$ cat config.mk
export PLATFORM = sky130hd
export DESIGN_NAME = doc_word_stream_to_sjis_text
export DESIGN_NICKNAME = d
export VERILOG_FILES = /design/src/hw/rtl/dwsj_pkg.sv /design/src/hw/rtl/doc_word_stream_to_sjis_text.sv /design/src/hw/rtl/dwsj_decode.sv /design/src/hw/rtl/dwsj_outbuf.sv
export SDC_FILE = /design/constraint.sdc
export NUM_CORES = 1
export LEC_CHECK = 0
export ABC_AREA = 1
export BUFFER_PORTS_ARGS = -buffer_cell sky130_fd_sc_hd__buf_2
export CAP_MARGIN = 20
export CORE_ASPECT_RATIO = 2
export CORE_MARGIN = 4
export CORE_UTILIZATION = 63
export CTS_CLUSTER_DIAMETER = 150
export CTS_CLUSTER_SIZE = 14
export DETAILED_ROUTE_END_ITERATION = 10
export MAX_ROUTING_LAYER = met4
export PLACE_DENSITY_LB_ADDON = 0.1
export SLEW_MARGIN = 25
export SYNTH_ARGS = -nofsm -noshare
export SYNTH_HDL_FRONTEND = slang
export SYNTH_SLANG_ARGS = --single-unit
$ cat constraint.sdc
create_clock -name clk_i -period 5.4 [get_ports clk_i]
set_clock_uncertainty 0.2 [all_clocks]
set_input_delay 0.27 -clock clk_i [delete_from_list [all_inputs] [get_ports clk_i]]
set_output_delay 0.27 -clock clk_i [all_outputs]
set_load 0.005 [all_outputs]
$ cat src/hw/rtl/dwsj_pkg.sv
package dwsj_pkg;

  // Code classes carried in the high byte
  localparam logic [7:0] CodeRaw0    = 8'h00;
  localparam logic [7:0] CodeRaw1    = 8'h01;
  localparam logic [7:0] CodeRaw2    = 8'h02;
  localparam logic [7:0] CodeCtrl    = 8'hC5;
  localparam logic [7:0] CodeNewline = 8'h80;
  localparam logic [7:0] CodePage    = 8'h81;
  localparam logic [7:0] CodeTab     = 8'h82;
  localparam logic [7:0] CodeDecTab  = 8'h83;
  localparam logic [7:0] CodeEnd     = 8'h84;
  localparam logic [7:0] CodeColumn  = 8'h85;
  localparam logic [7:0] CodeCondCol = 8'h86;
  localparam logic [7:0] CodeOddPage = 8'h87;
  localparam logic [7:0] CodeSkip    = 8'hFE;

  // Emitted control bytes
  localparam logic [7:0] ByteLf = 8'h0A;
  localparam logic [7:0] ByteFf = 8'h0C;
  localparam logic [7:0] ByteHt = 8'h09;

  // JIS pair range and Shift-JIS mapping offsets
  localparam logic [7:0] JisMin      = 8'h21;
  localparam logic [7:0] JisMax      = 8'h7F;
  localparam logic [7:0] JisRowSplit = 8'h5E;
  localparam logic [7:0] TrailOddOfs = 8'h1F;
  localparam logic [7:0] TrailGap    = 8'h7F;
  localparam logic [7:0] TrailEvnOfs = 8'h7E;
  localparam logic [7:0] LeadLowOfs  = 8'h70;
  localparam logic [7:0] LeadHighOfs = 8'hB0;

  typedef struct packed {
    logic [7:0] high_byte;
    logic [7:0] low_byte;
  } in_t;

  typedef struct packed {
    logic [7:0] out_byte;
    logic       is_end;
    logic       last;
  } out_t;

  typedef struct packed {
    logic [1:0] count;
    out_t       res0;
    out_t       res1;
    logic       skip_nxt;
    logic       fin_nxt;
  } dec_t;

endpackage

$ cat src/hw/rtl/doc_word_stream_to_sjis_text.sv
// Converts a stream of 16-bit document words into Shift-JIS text bytes. Each
// beat on the input carries one word; each beat on the output carries one text
// byte, or the single end-of-document marker (is_end set, byte zero), with
// last set on the final beat a word produces. A word passes an input register
// and a result register before its first byte is offered on the output. A
// word is accepted every cycle as long as it yields at most one byte and the
// output is not stalled; a JIS pair yields two bytes over the one output
// channel, so a following word that yields bytes waits in the input register
// until the trail byte leaves. Words that yield nothing (skipped, unknown, or
// after the end marker) are absorbed without using an output slot. Skip mode
// toggles on its code word; the end state returns to clear only on reset.
module doc_word_stream_to_sjis_text (
  input  logic           clk_i,
  input  logic           rst_ni,
  input  logic           in_valid_i,
  output logic           in_stall_o,
  input  dwsj_pkg::in_t  in_data_i,
  output logic           out_valid_o,
  input  logic           out_stall_i,
  output dwsj_pkg::out_t out_data_o
);

  logic          in_vld_q;
  dwsj_pkg::in_t in_q;
  logic          skip_q;
  logic          fin_q;
  dwsj_pkg::dec_t dec;
  logic          space;
  logic          move;
  logic          load;

  dwsj_decode u_decode (
    .word_i     (in_q),
    .skipping_i (skip_q),
    .finished_i (fin_q),
    .dec_o      (dec)
  );

  dwsj_outbuf u_outbuf (
    .clk_i       (clk_i),
    .rst_ni      (rst_ni),
    .load_i      (load),
    .dec_i       (dec),
    .space_o     (space),
    .out_valid_o (out_valid_o),
    .out_stall_i (out_stall_i),
    .out_data_o  (out_data_o)
  );

  assign move       = in_vld_q && ((dec.count == 2'd0) || space);
  assign load       = move && (dec.count != 2'd0);
  assign in_stall_o = in_vld_q && !move;

  always_ff @(posedge clk_i or negedge rst_ni) begin
    if (!rst_ni) begin
      in_vld_q <= 1'b0;
      skip_q   <= 1'b0;
      fin_q    <= 1'b0;
    end else begin
      if (!in_stall_o) begin
        in_vld_q <= in_valid_i;
      end
      if (move) begin
        skip_q <= dec.skip_nxt;
        fin_q  <= dec.fin_nxt;
      end
    end
  end

  always_ff @(posedge clk_i) begin
    if (in_valid_i && !in_stall_o) begin
      in_q <= in_data_i;
    end
  end

endmodule

$ cat src/hw/rtl/dwsj_decode.sv
module dwsj_decode (
  input  dwsj_pkg::in_t  word_i,
  input  logic           skipping_i,
  input  logic           finished_i,
  output dwsj_pkg::dec_t dec_o
);

  logic [7:0] lo;
  logic [7:0] hi;
  logic [7:0] trail_odd;
  logic [7:0] trail;
  logic [8:0] hi_inc;
  logic [7:0] lead;
  logic       is_pair;

  assign lo = word_i.low_byte;
  assign hi = word_i.high_byte;

  always_comb begin
    trail_odd = lo + dwsj_pkg::TrailOddOfs;
    if (trail_odd >= dwsj_pkg::TrailGap) begin
      trail_odd = trail_odd + 8'd1;
    end
    trail  = hi[0] ? trail_odd : (lo + dwsj_pkg::TrailEvnOfs);
    hi_inc = ({1'b0, hi} + 9'd1) >> 1;
    lead   = hi_inc[7:0] + ((hi <= dwsj_pkg::JisRowSplit) ? dwsj_pkg::LeadLowOfs
                                                          : dwsj_pkg::LeadHighOfs);
  end

  assign is_pair = (lo >= dwsj_pkg::JisMin) && (lo <= dwsj_pkg::JisMax) &&
                   (hi >= dwsj_pkg::JisMin) && (hi <= dwsj_pkg::JisMax);

  always_comb begin
    dec_o          = '0;
    dec_o.skip_nxt = skipping_i;
    dec_o.fin_nxt  = finished_i;
    priority if (finished_i) begin
      dec_o.count = 2'd0;
    end else if (hi == dwsj_pkg::CodeEnd) begin
      dec_o.fin_nxt       = 1'b1;
      dec_o.count         = 2'd1;
      dec_o.res0.out_byte = '0;
      dec_o.res0.is_end   = 1'b1;
      dec_o.res0.last     = 1'b1;
    end else if (skipping_i) begin
      if (hi == dwsj_pkg::CodeSkip) begin
        dec_o.skip_nxt = 1'b0;
      end
    end else begin
      dec_o.res0.last = 1'b1;
      unique case (hi)
        dwsj_pkg::CodeSkip: begin
          dec_o.skip_nxt = 1'b1;
        end
        dwsj_pkg::CodeRaw0, dwsj_pkg::CodeRaw1, dwsj_pkg::CodeRaw2,
        dwsj_pkg::CodeCtrl: begin
          dec_o.count         = 2'd1;
          dec_o.res0.out_byte = lo;
        end
        dwsj_pkg::CodeNewline: begin
          dec_o.count         = 2'd1;
          dec_o.res0.out_byte = dwsj_pkg::ByteLf;
        end
        dwsj_pkg::CodePage, dwsj_pkg::CodeOddPage, dwsj_pkg::CodeColumn,
        dwsj_pkg::CodeCondCol: begin
          dec_o.count         = 2'd1;
          dec_o.res0.out_byte = dwsj_pkg::ByteFf;
        end
        dwsj_pkg::CodeTab, dwsj_pkg::CodeDecTab: begin
          dec_o.count         = 2'd1;
          dec_o.res0.out_byte = dwsj_pkg::ByteHt;
        end
        default: begin
          if (is_pair) begin
            dec_o.count         = 2'd2;
            dec_o.res0.out_byte = lead;
            dec_o.res0.last     = 1'b0;
            dec_o.res1.out_byte = trail;
            dec_o.res1.last     = 1'b1;
          end
        end
      endcase
    end
  end

endmodule

$ cat src/hw/rtl/dwsj_outbuf.sv
module dwsj_outbuf (
  input  logic           clk_i,
  input  logic           rst_ni,
  input  logic           load_i,
  input  dwsj_pkg::dec_t dec_i,
  output logic           space_o,
  output logic           out_valid_o,
  input  logic           out_stall_i,
  output dwsj_pkg::out_t out_data_o
);

  logic [1:0]     cnt_q, cnt_d;
  dwsj_pkg::out_t r0_q, r0_d;
  dwsj_pkg::out_t r1_q, r1_d;
  logic           pop;

  assign pop     = (cnt_q != 2'd0) && !out_stall_i;
  assign space_o = (cnt_q == 2'd0) || ((cnt_q == 2'd1) && pop);

  always_comb begin
    cnt_d = cnt_q;
    r0_d  = r0_q;
    r1_d  = r1_q;
    if (pop) begin
      if (cnt_q == 2'd2) begin
        r0_d  = r1_q;
        cnt_d = 2'd1;
      end else begin
        cnt_d = 2'd0;
      end
    end
    if (load_i) begin
      r0_d  = dec_i.res0;
      r1_d  = dec_i.res1;
      cnt_d = dec_i.count;
    end
  end

  always_ff @(posedge clk_i or negedge rst_ni) begin
    if (!rst_ni) begin
      cnt_q <= 2'd0;
    end else begin
      cnt_q <= cnt_d;
    end
  end

  always_ff @(posedge clk_i) begin
    r0_q <= r0_d;
    r1_q <= r1_d;
  end

  assign out_valid_o = (cnt_q != 2'd0);
  assign out_data_o  = r0_q;

endmodule

==> results of run 1 <==
-- cells by family after synthesis --
group / count (synthesis) / synth area share [%]
simple gates: 169 / 29.2
compound gates: 47 / 10.1
buf+inv: 45 / 6.60
flops: 40 / 43.7
xor+xnor: 14 / 5.39
fa+ha+maj: 11 / 5.11
-- final timing paths --
check                                          to  slack (ps)         startpoint  cells after the start
worst max register to register            in_q[4]        2310            in_q[8]                     15
worst max-delay path                      in_q[4]        2310            in_q[8]                     15
worst min register to register  u_outbuf.cnt_q[0]         310  u_outbuf.cnt_q[0]                      2
worst min-delay path            u_outbuf.cnt_q[0]          30        out_stall_i                      3
min in group asynchronous       u_outbuf.cnt_q[1]         150             rst_ni                      2
max in group asynchronous                   fin_q        4720             rst_ni                      2
-- registers in the layout, indices dropped and copies added (netlist names) --
register             flops
fin_q                    1
in_q                    16
in_vld_q                 1
skip_q                   1
u_outbuf.cnt_q           2
u_outbuf.out_data_o     10
u_outbuf.r1_q            9
-- worst reg2reg max path, stage by stage, from the launching register on --
cell and delay (ps):
edfxtp_1 600, inv_2 180, ha_1 250, nor2_1 120, nand2_1 70, nand2_1 60, nor2_1 60, nor2_4 200
nand2_1 80, nand2_1 60, nand2_1 50, nand2_1 70, nand2_2 80, nand3_1 120, nand2_1 100, inv_1 420
-- per-layer routing --
layer  wire, um  track usage [%]  up-vias
li1           -                -     1182
met1       2110             26.1     1089
met2       3520             47.1      104
met3        316             4.15       34
met4        399             17.3        0
met5          0                -        -
-- cells in the final DEF (no fill, tap or decap), types with 4 or more instances in the layout --
master,instances
nand3_1,24
a21oi_1,16
inv_1,39
dlygate4sd3_1,17
nand2_1,91
clkbuf_8,5
xor2_1,9
dfrtp_1,5
nor3_1,4
o21ai_0,15
buf_2,31
o21ai_2,5
nand2_2,8
nand3_2,4
o21ai_1,4
nor2_1,20
edfxtp_1,35
nor2_2,7
inv_2,4
ha_1,11
-- stage by stage --
stage | total power, mW | hold slack, ps | worst slack, ps | cell area [um^2]
finish | 0.683 | 26.9 | 2310 | 3150
global route | 0.714 | 35.6 | 2010 | 3150
CTS | 0.683 | 27.9 | 2340 | 3150
global placement | 0.490 | -113 | 2440 | 2900
detailed placement | 0.492 | -108 | 2360 | 2900
floorplan | 0.456 | -226 | 2760 | 2690
-- area by class of cell --
class	count	area, um^2	area share, %
multi-input combinational	241	1340	42.6
inverter	43	161	5.13
clock inverter	2	12.5	0.397
sequential	40	1180	37.3
clock buffer	5	68.8	2.19
tap	52	65.1	2.07
timing repair buffer	48	325	10.3
-- report_power, final --
| part | switching, mW | leakage (nW) | total [mW] | internal (mW) |
|---|---|---|---|---|
| registers | 0.0162 | 0.400 | 0.362 | 0.346 |
| clock network | 0.0981 | 0.0400 | 0.185 | 0.0874 |
| logic | 0.0828 | 0.984 | 0.136 | 0.0531 |
==> flow_metrics.tcl, run 1 <==
set metrics [dict create \
    grt_pass1_vias 2476 \
    syn-cell-area_um2 2690 \
    critical-path-top-cell-by-count "nand2_1" \
    gp_congestion 0.968 \
    syn-num-nets 357 \
    hp-class "in2reg" \
    fill_cells 342 \
    grt_max_degree 19 \
    setup-tns-final_ps 0 \
    worstSetupStartpointType "flip-flop" \
    min_period_over_period_pct 57.1 \
    grt_usage_pct 27.1 \
    die_area_um2 5450 \
    vdd_drop_max_mv 0.206 \
    synth_top_cell_by_area "edfxtp_1" \
    synth_edf_count 35 \
    worstSetupPathType "reg2reg" \
    post-route-min-period_ps 3090 \
    synth.distinct_cells 33 \
    rows 33 \
    endpoint_kind "flip-flop" \
    ys_ff_latch 40 \
    slowest_stage "edfxtp_1" \
    netlist_top_cells_area "edfxtp_1 39%, nand2_1 13%, inv_1 5.4%" \
    wl_per_cell_um 14.7 \
    initial_core_util_pct 65.2 \
    htreeDepth 2 \
    worstPathArrival_ps 2810 \
    placedCellCount 407 \
    synthTopCellsByCount "91 x nand2_1, 39 x inv_1, 35 x edfxtp_1" \
    rsz0062_at_grt "no" \
    cts_tree "done" \
    drt_wl_total_um 6340 \
    slew_viol_final 0 \
    area_growth_pct 16.9 \
    antenna_found_initial 0 \
    critical-path-max-stage-delay_ps 600 \
    synthMostInstantiatedCell "nand2_1" \
    die_h_um 100 \
    leakage_nw 1.42 \
    final_util_pct 76.3 \
    drive_above_1_share_pct 19.8 \
    ys_warn_count 0 \
    layout.nets 410 \
    stdcell_count 431 \
    ys.flop_type "edfxtp_1" \
    cp_num_buf_inv 2 \
    cts_sinks 40 \
    cp.required_ps 5120 \
    cts_resized 0 \
    cp_max_fo 16 \
    place_hpwl_um 4990 \
    fmax_ghz 0.324 \
    via_count 2409 \
    async_flop_share_pct 12.5 \
    final_hold_viol_count 0 \
    path_delay_family "simple AND/OR/NAND/NOR gates" \
    setup_viol 0 \
    cts.clk_slew.worst_paths_ps 70 \
    io_buffers 31 \
    io_pins 32 \
    tightest_slew_ps 546 \
    synth_top_area_share_pct 39.0 \
    avgViaCountPerCell 5.59 \
    crit_chain "inv_2 > ha_1 > nor2_1 > nand2_1 > nand2_1 > nor2_1 > nor2_4 > nand2_1 > nand2_1 > nand2_1 > nand2_1 > nand2_2 > nand3_1 > nand2_1 > inv_1" \
    synth_cells 326 \
    cts_made_buffers 5 \
    overflow 0 \
    drc_errors 0 \
    detail_route.iter0.violations 80 \
    core-area_um2 4130 \
    cts_hold_buf 17 \
    seq_area_frac_synth_pct 43.7 \
    cap_violations 0 \
    diodes 0 \
    cts_buffer_depth 2 \
    grt_pass1_wl_um 10500 \
    status "complete, no violations" \
    ant_nets 0 \
    power_density_nw_per_um2 217 \
    clock_latency_ps 280 \
    avgSynthCellArea_um2 8.26 \
    post_cts_buffers 0 \
    first_pass_iters 4 \
    cts-root-buf "clkbuf_8" \
    die_x_um 54.2 \
    slew_headroom_pct 63.6 \
]
No activity file was read; power rests on OpenSTA's default activity.
==> inputs of run 2 (changes only) <==
--- a/config.mk
+++ b/config.mk
@@ -5,12 +5,12 @@
 export SDC_FILE = /design/constraint.sdc
 export NUM_CORES = 1
 export LEC_CHECK = 0
-export ABC_AREA = 1
+export ABC_AREA = 0
 export BUFFER_PORTS_ARGS = -buffer_cell sky130_fd_sc_hd__buf_2
 export CAP_MARGIN = 20
 export CORE_ASPECT_RATIO = 2
 export CORE_MARGIN = 4
-export CORE_UTILIZATION = 63
+export CORE_UTILIZATION = 59
 export CTS_CLUSTER_DIAMETER = 150
 export CTS_CLUSTER_SIZE = 14
 export DETAILED_ROUTE_END_ITERATION = 10
==> constraint.sdc (replaced) <==
create_clock -name clk_i -period 3.2 [get_ports clk_i]
set_clock_uncertainty 0.2 [all_clocks]
set_input_delay 0.16 -clock clk_i [delete_from_list [all_inputs] [get_ports clk_i]]
set_output_delay 0.16 -clock clk_i [all_outputs]
set_load 0.005 [all_outputs]
==> run 2 against run 1 <==
Area after synthesis increased by 0.65%; register-to-register slack lost 2200 ps; worst hold slack improved by 300 ps; sequential cell count unchanged; synthesized cell count is 22% lower; largest power group unchanged.
==> flow_metrics.tcl, run 2 <==
set metrics [dict create \
    status "complete, no violations" \
    synth_edf_count 35 \
    worstSetupPathType "reg2reg" \
    io_pins 32 \
    endpoint_kind "flip-flop" \
    async_flop_share_pct 12.5 \
    first_pass_iters 4 \
    drc_errors 0 \
    synth_top_area_share_pct 38.8 \
    power_density_nw_per_um2 393 \
    slew_viol_final 0 \
    hp-start "in_vld_q" \
    timing.hold.ws_ps 324 \
    synth_cells 254 \
    post_cts_buffers 0 \
    cts.clk_slew.worst_paths_ps 80 \
    worstPathArrival_ps 2880 \
    synth_top_cell_by_area "edfxtp_1" \
    top_register "in_q" \
    mostFrequentLayoutCells "35 x edfxtp_1, 31 x buf_2, 20 x dlygate4sd3_1" \
    antenna_found_initial 0 \
    cts_sinks 40 \
    ys.flop_type "edfxtp_1" \
    place_hpwl_um 4990 \
    cts_buffer_depth 2 \
    grt_pass1_vias 2451 \
    via_count 2278 \
    avgSynthCellArea_um2 10.7 \
    tightest_slew_ps 584 \
    die_x_um 55.9 \
    initial_core_util_pct 61.9 \
    vdd_drop_max_mv 0.396 \
    grt_usage_pct 25.3 \
    gp_congestion 0.990 \
    cp_max_fo 5 \
    whs_path_depth 1 \
    drive_above_1_share_pct 26.6 \
    layout.nets 350 \
    worstSetupStartpointType "flip-flop" \
    slew_headroom_pct 61.0 \
    fmax_ghz 0.329 \
    wl_per_cell_um 17.9 \
    grt_pass1_wl_um 11300 \
    io_buffers 31 \
    core-area_um2 4380 \
    synthTopCellsByCount "35 x edfxtp_1, 19 x nand2_1, 15 x inv_1" \
    power.total_mw 1.31 \
    r2r_end "u_outbuf.r1_q[4]" \
    drt_wl_total_um 6680 \
    seq_area_frac_synth_pct 43.4 \
    post-route-min-period_ps 3040 \
    min_period_over_period_pct 94.9 \
    rsz0062_at_grt "no" \
    cts_made_buffers 5 \
    syn-cell-area_um2 2710 \
    syn-num-nets 285 \
    detail_route.iter0.violations 84 \
    largest_register_ffs 16 \
    die_area_um2 5810 \
    avgViaCountPerCell 6.09 \
    final_hold_viol_count 0 \
    die_h_um 104 \
    whs_endpoint "fin_q" \
    htreeDepth 2 \
    setup_viol 0 \
    leakage_nw 1.33 \
    cts_tree "done" \
    rr_startpoint "in_q[0]" \
    netlist_top_cells_area "edfxtp_1 39%, ha_1 5.1%, dfrtp_1 4.6%" \
    rows 34 \
    ys_ff_latch 40 \
    reg2reg_depth 9 \
    cts-root-buf "clkbuf_8" \
    clock_latency_ps 290 \
    ys_warn_count 0 \
    cp.required_ps 3040 \
    setup-tns-final_ps 0 \
    cap_violations 0 \
    area_growth_pct 22.3 \
    overflow 0 \
    final_common_cell "edfxtp_1" \
    synthMostInstantiatedCell "edfxtp_1" \
    diodes 0 \
    ant_nets 0 \
    synth.distinct_cells 63 \
    grt_max_degree 17 \
    fill_cells 340 \
    hp-class "reg2reg" \
    reg2reg_slack_ps 160 \
]
-- run 2: cell count changes after synthesis, moves of 8 or more --
| cell | previous run | this run |
|---|---|---|
| nand2_1 | 91 | 19 |
| inv_1 | 39 | 15 |
| nand3_1 | 24 | 12 |
| xnor2_1 | 2 | 14 |
| o21ai_0 | 15 | 6 |
| a21oi_1 | 16 | 8 |
| clkbuf_1 | 0 | 8 |
| nand2_2 | 8 | 0 |
-- run 2: area by class of cell --
cell class	instances	area (um^2)	share of cell area (%)
sequential	40	1180	35.5
timing repair buffer	70	498	15.0
inverter	17	63.8	1.92
clock buffer	5	68.8	2.07
tap	54	67.6	2.04
clock inverter	3	42.5	1.28
multi-input combinational	185	1400	42.2
-- run 2: repair_timing --
item | CTS | global route
endpoints found under the setup margin | 0 | 17
resized for setup | 0 | 2
hold buffers | 20 | 0
hold endpoints to repair | 24 | 0
-- run 2: cell families (layout without fill, tap and decap cells) --
| group | Yosys count | count (layout) | synth area share (%) |
|---|---|---|---|
| flops | 40 | 40 | 43.4 |
| simple gates | 86 | 86 | 18.2 |
| mux | 3 | 3 | 1.15 |
| fa+ha+maj | 11 | 11 | 5.08 |
| compound gates | 64 | 64 | 20.3 |
| xor+xnor | 21 | 21 | 6.78 |
| buf+inv | 29 | 95 | 5.12 |
-- run 2: worst max-delay path by stage --
stage | endpoint | from | cells past startpoint
finish | u_outbuf.r1_q[4] | in_q[0] | 9
global route | u_outbuf.r1_q[7] | in_q[0] | 9
CTS | in_q[3] | in_q[0] | 8
detailed placement | u_outbuf.r1_q[7] | in_q[0] | 9
global placement | u_outbuf.r1_q[7] | in_q[0] | 9
floorplan | u_outbuf.out_data_o[0] | in_q[0] | 8
-- run 2: per-stage QoR --
stage / utilization, % / area, um^2 / setup slack (ps) / std cells
3_3_place_gp: 68.5 / 3000 / 207 / 346
3_5_place_dp: 68.5 / 3000 / 169 / 346
2_1_floorplan: - / 2710 / 81.5 / 254
4_1_cts: 75.6 / 3310 / 130 / 374
6_report: 75.7 / 3320 / 162 / 374
5_1_grt: 75.7 / 3320 / 26.5 / 374
-- run 2: report_power, final --
group	internal (mW)	switching, mW
Combinational	0.120	0.150
Clock	0.231	0.180
Sequential	0.600	0.0252
-- run 2: per-layer routing --
layer | GRT usage [%] | routed length, um | vias up
met5 | - | 0 | -
met4 | 17.5 | 370 | 0
met3 | 3.85 | 350 | 37
met2 | 44.9 | 3650 | 97
met1 | 24.2 | 2310 | 1070
li1 | - | - | 1074
-- run 2: worst max-delay path, stage by stage (launching register included) --
cell	delay [ps]
edfxtp_1	390
inv_1	130
ha_2	240
or3b_4	390
buf_4	160
or3b_1	370
a221o_1	370
and2_4	190
a221oi_2	260
a211oi_1	80
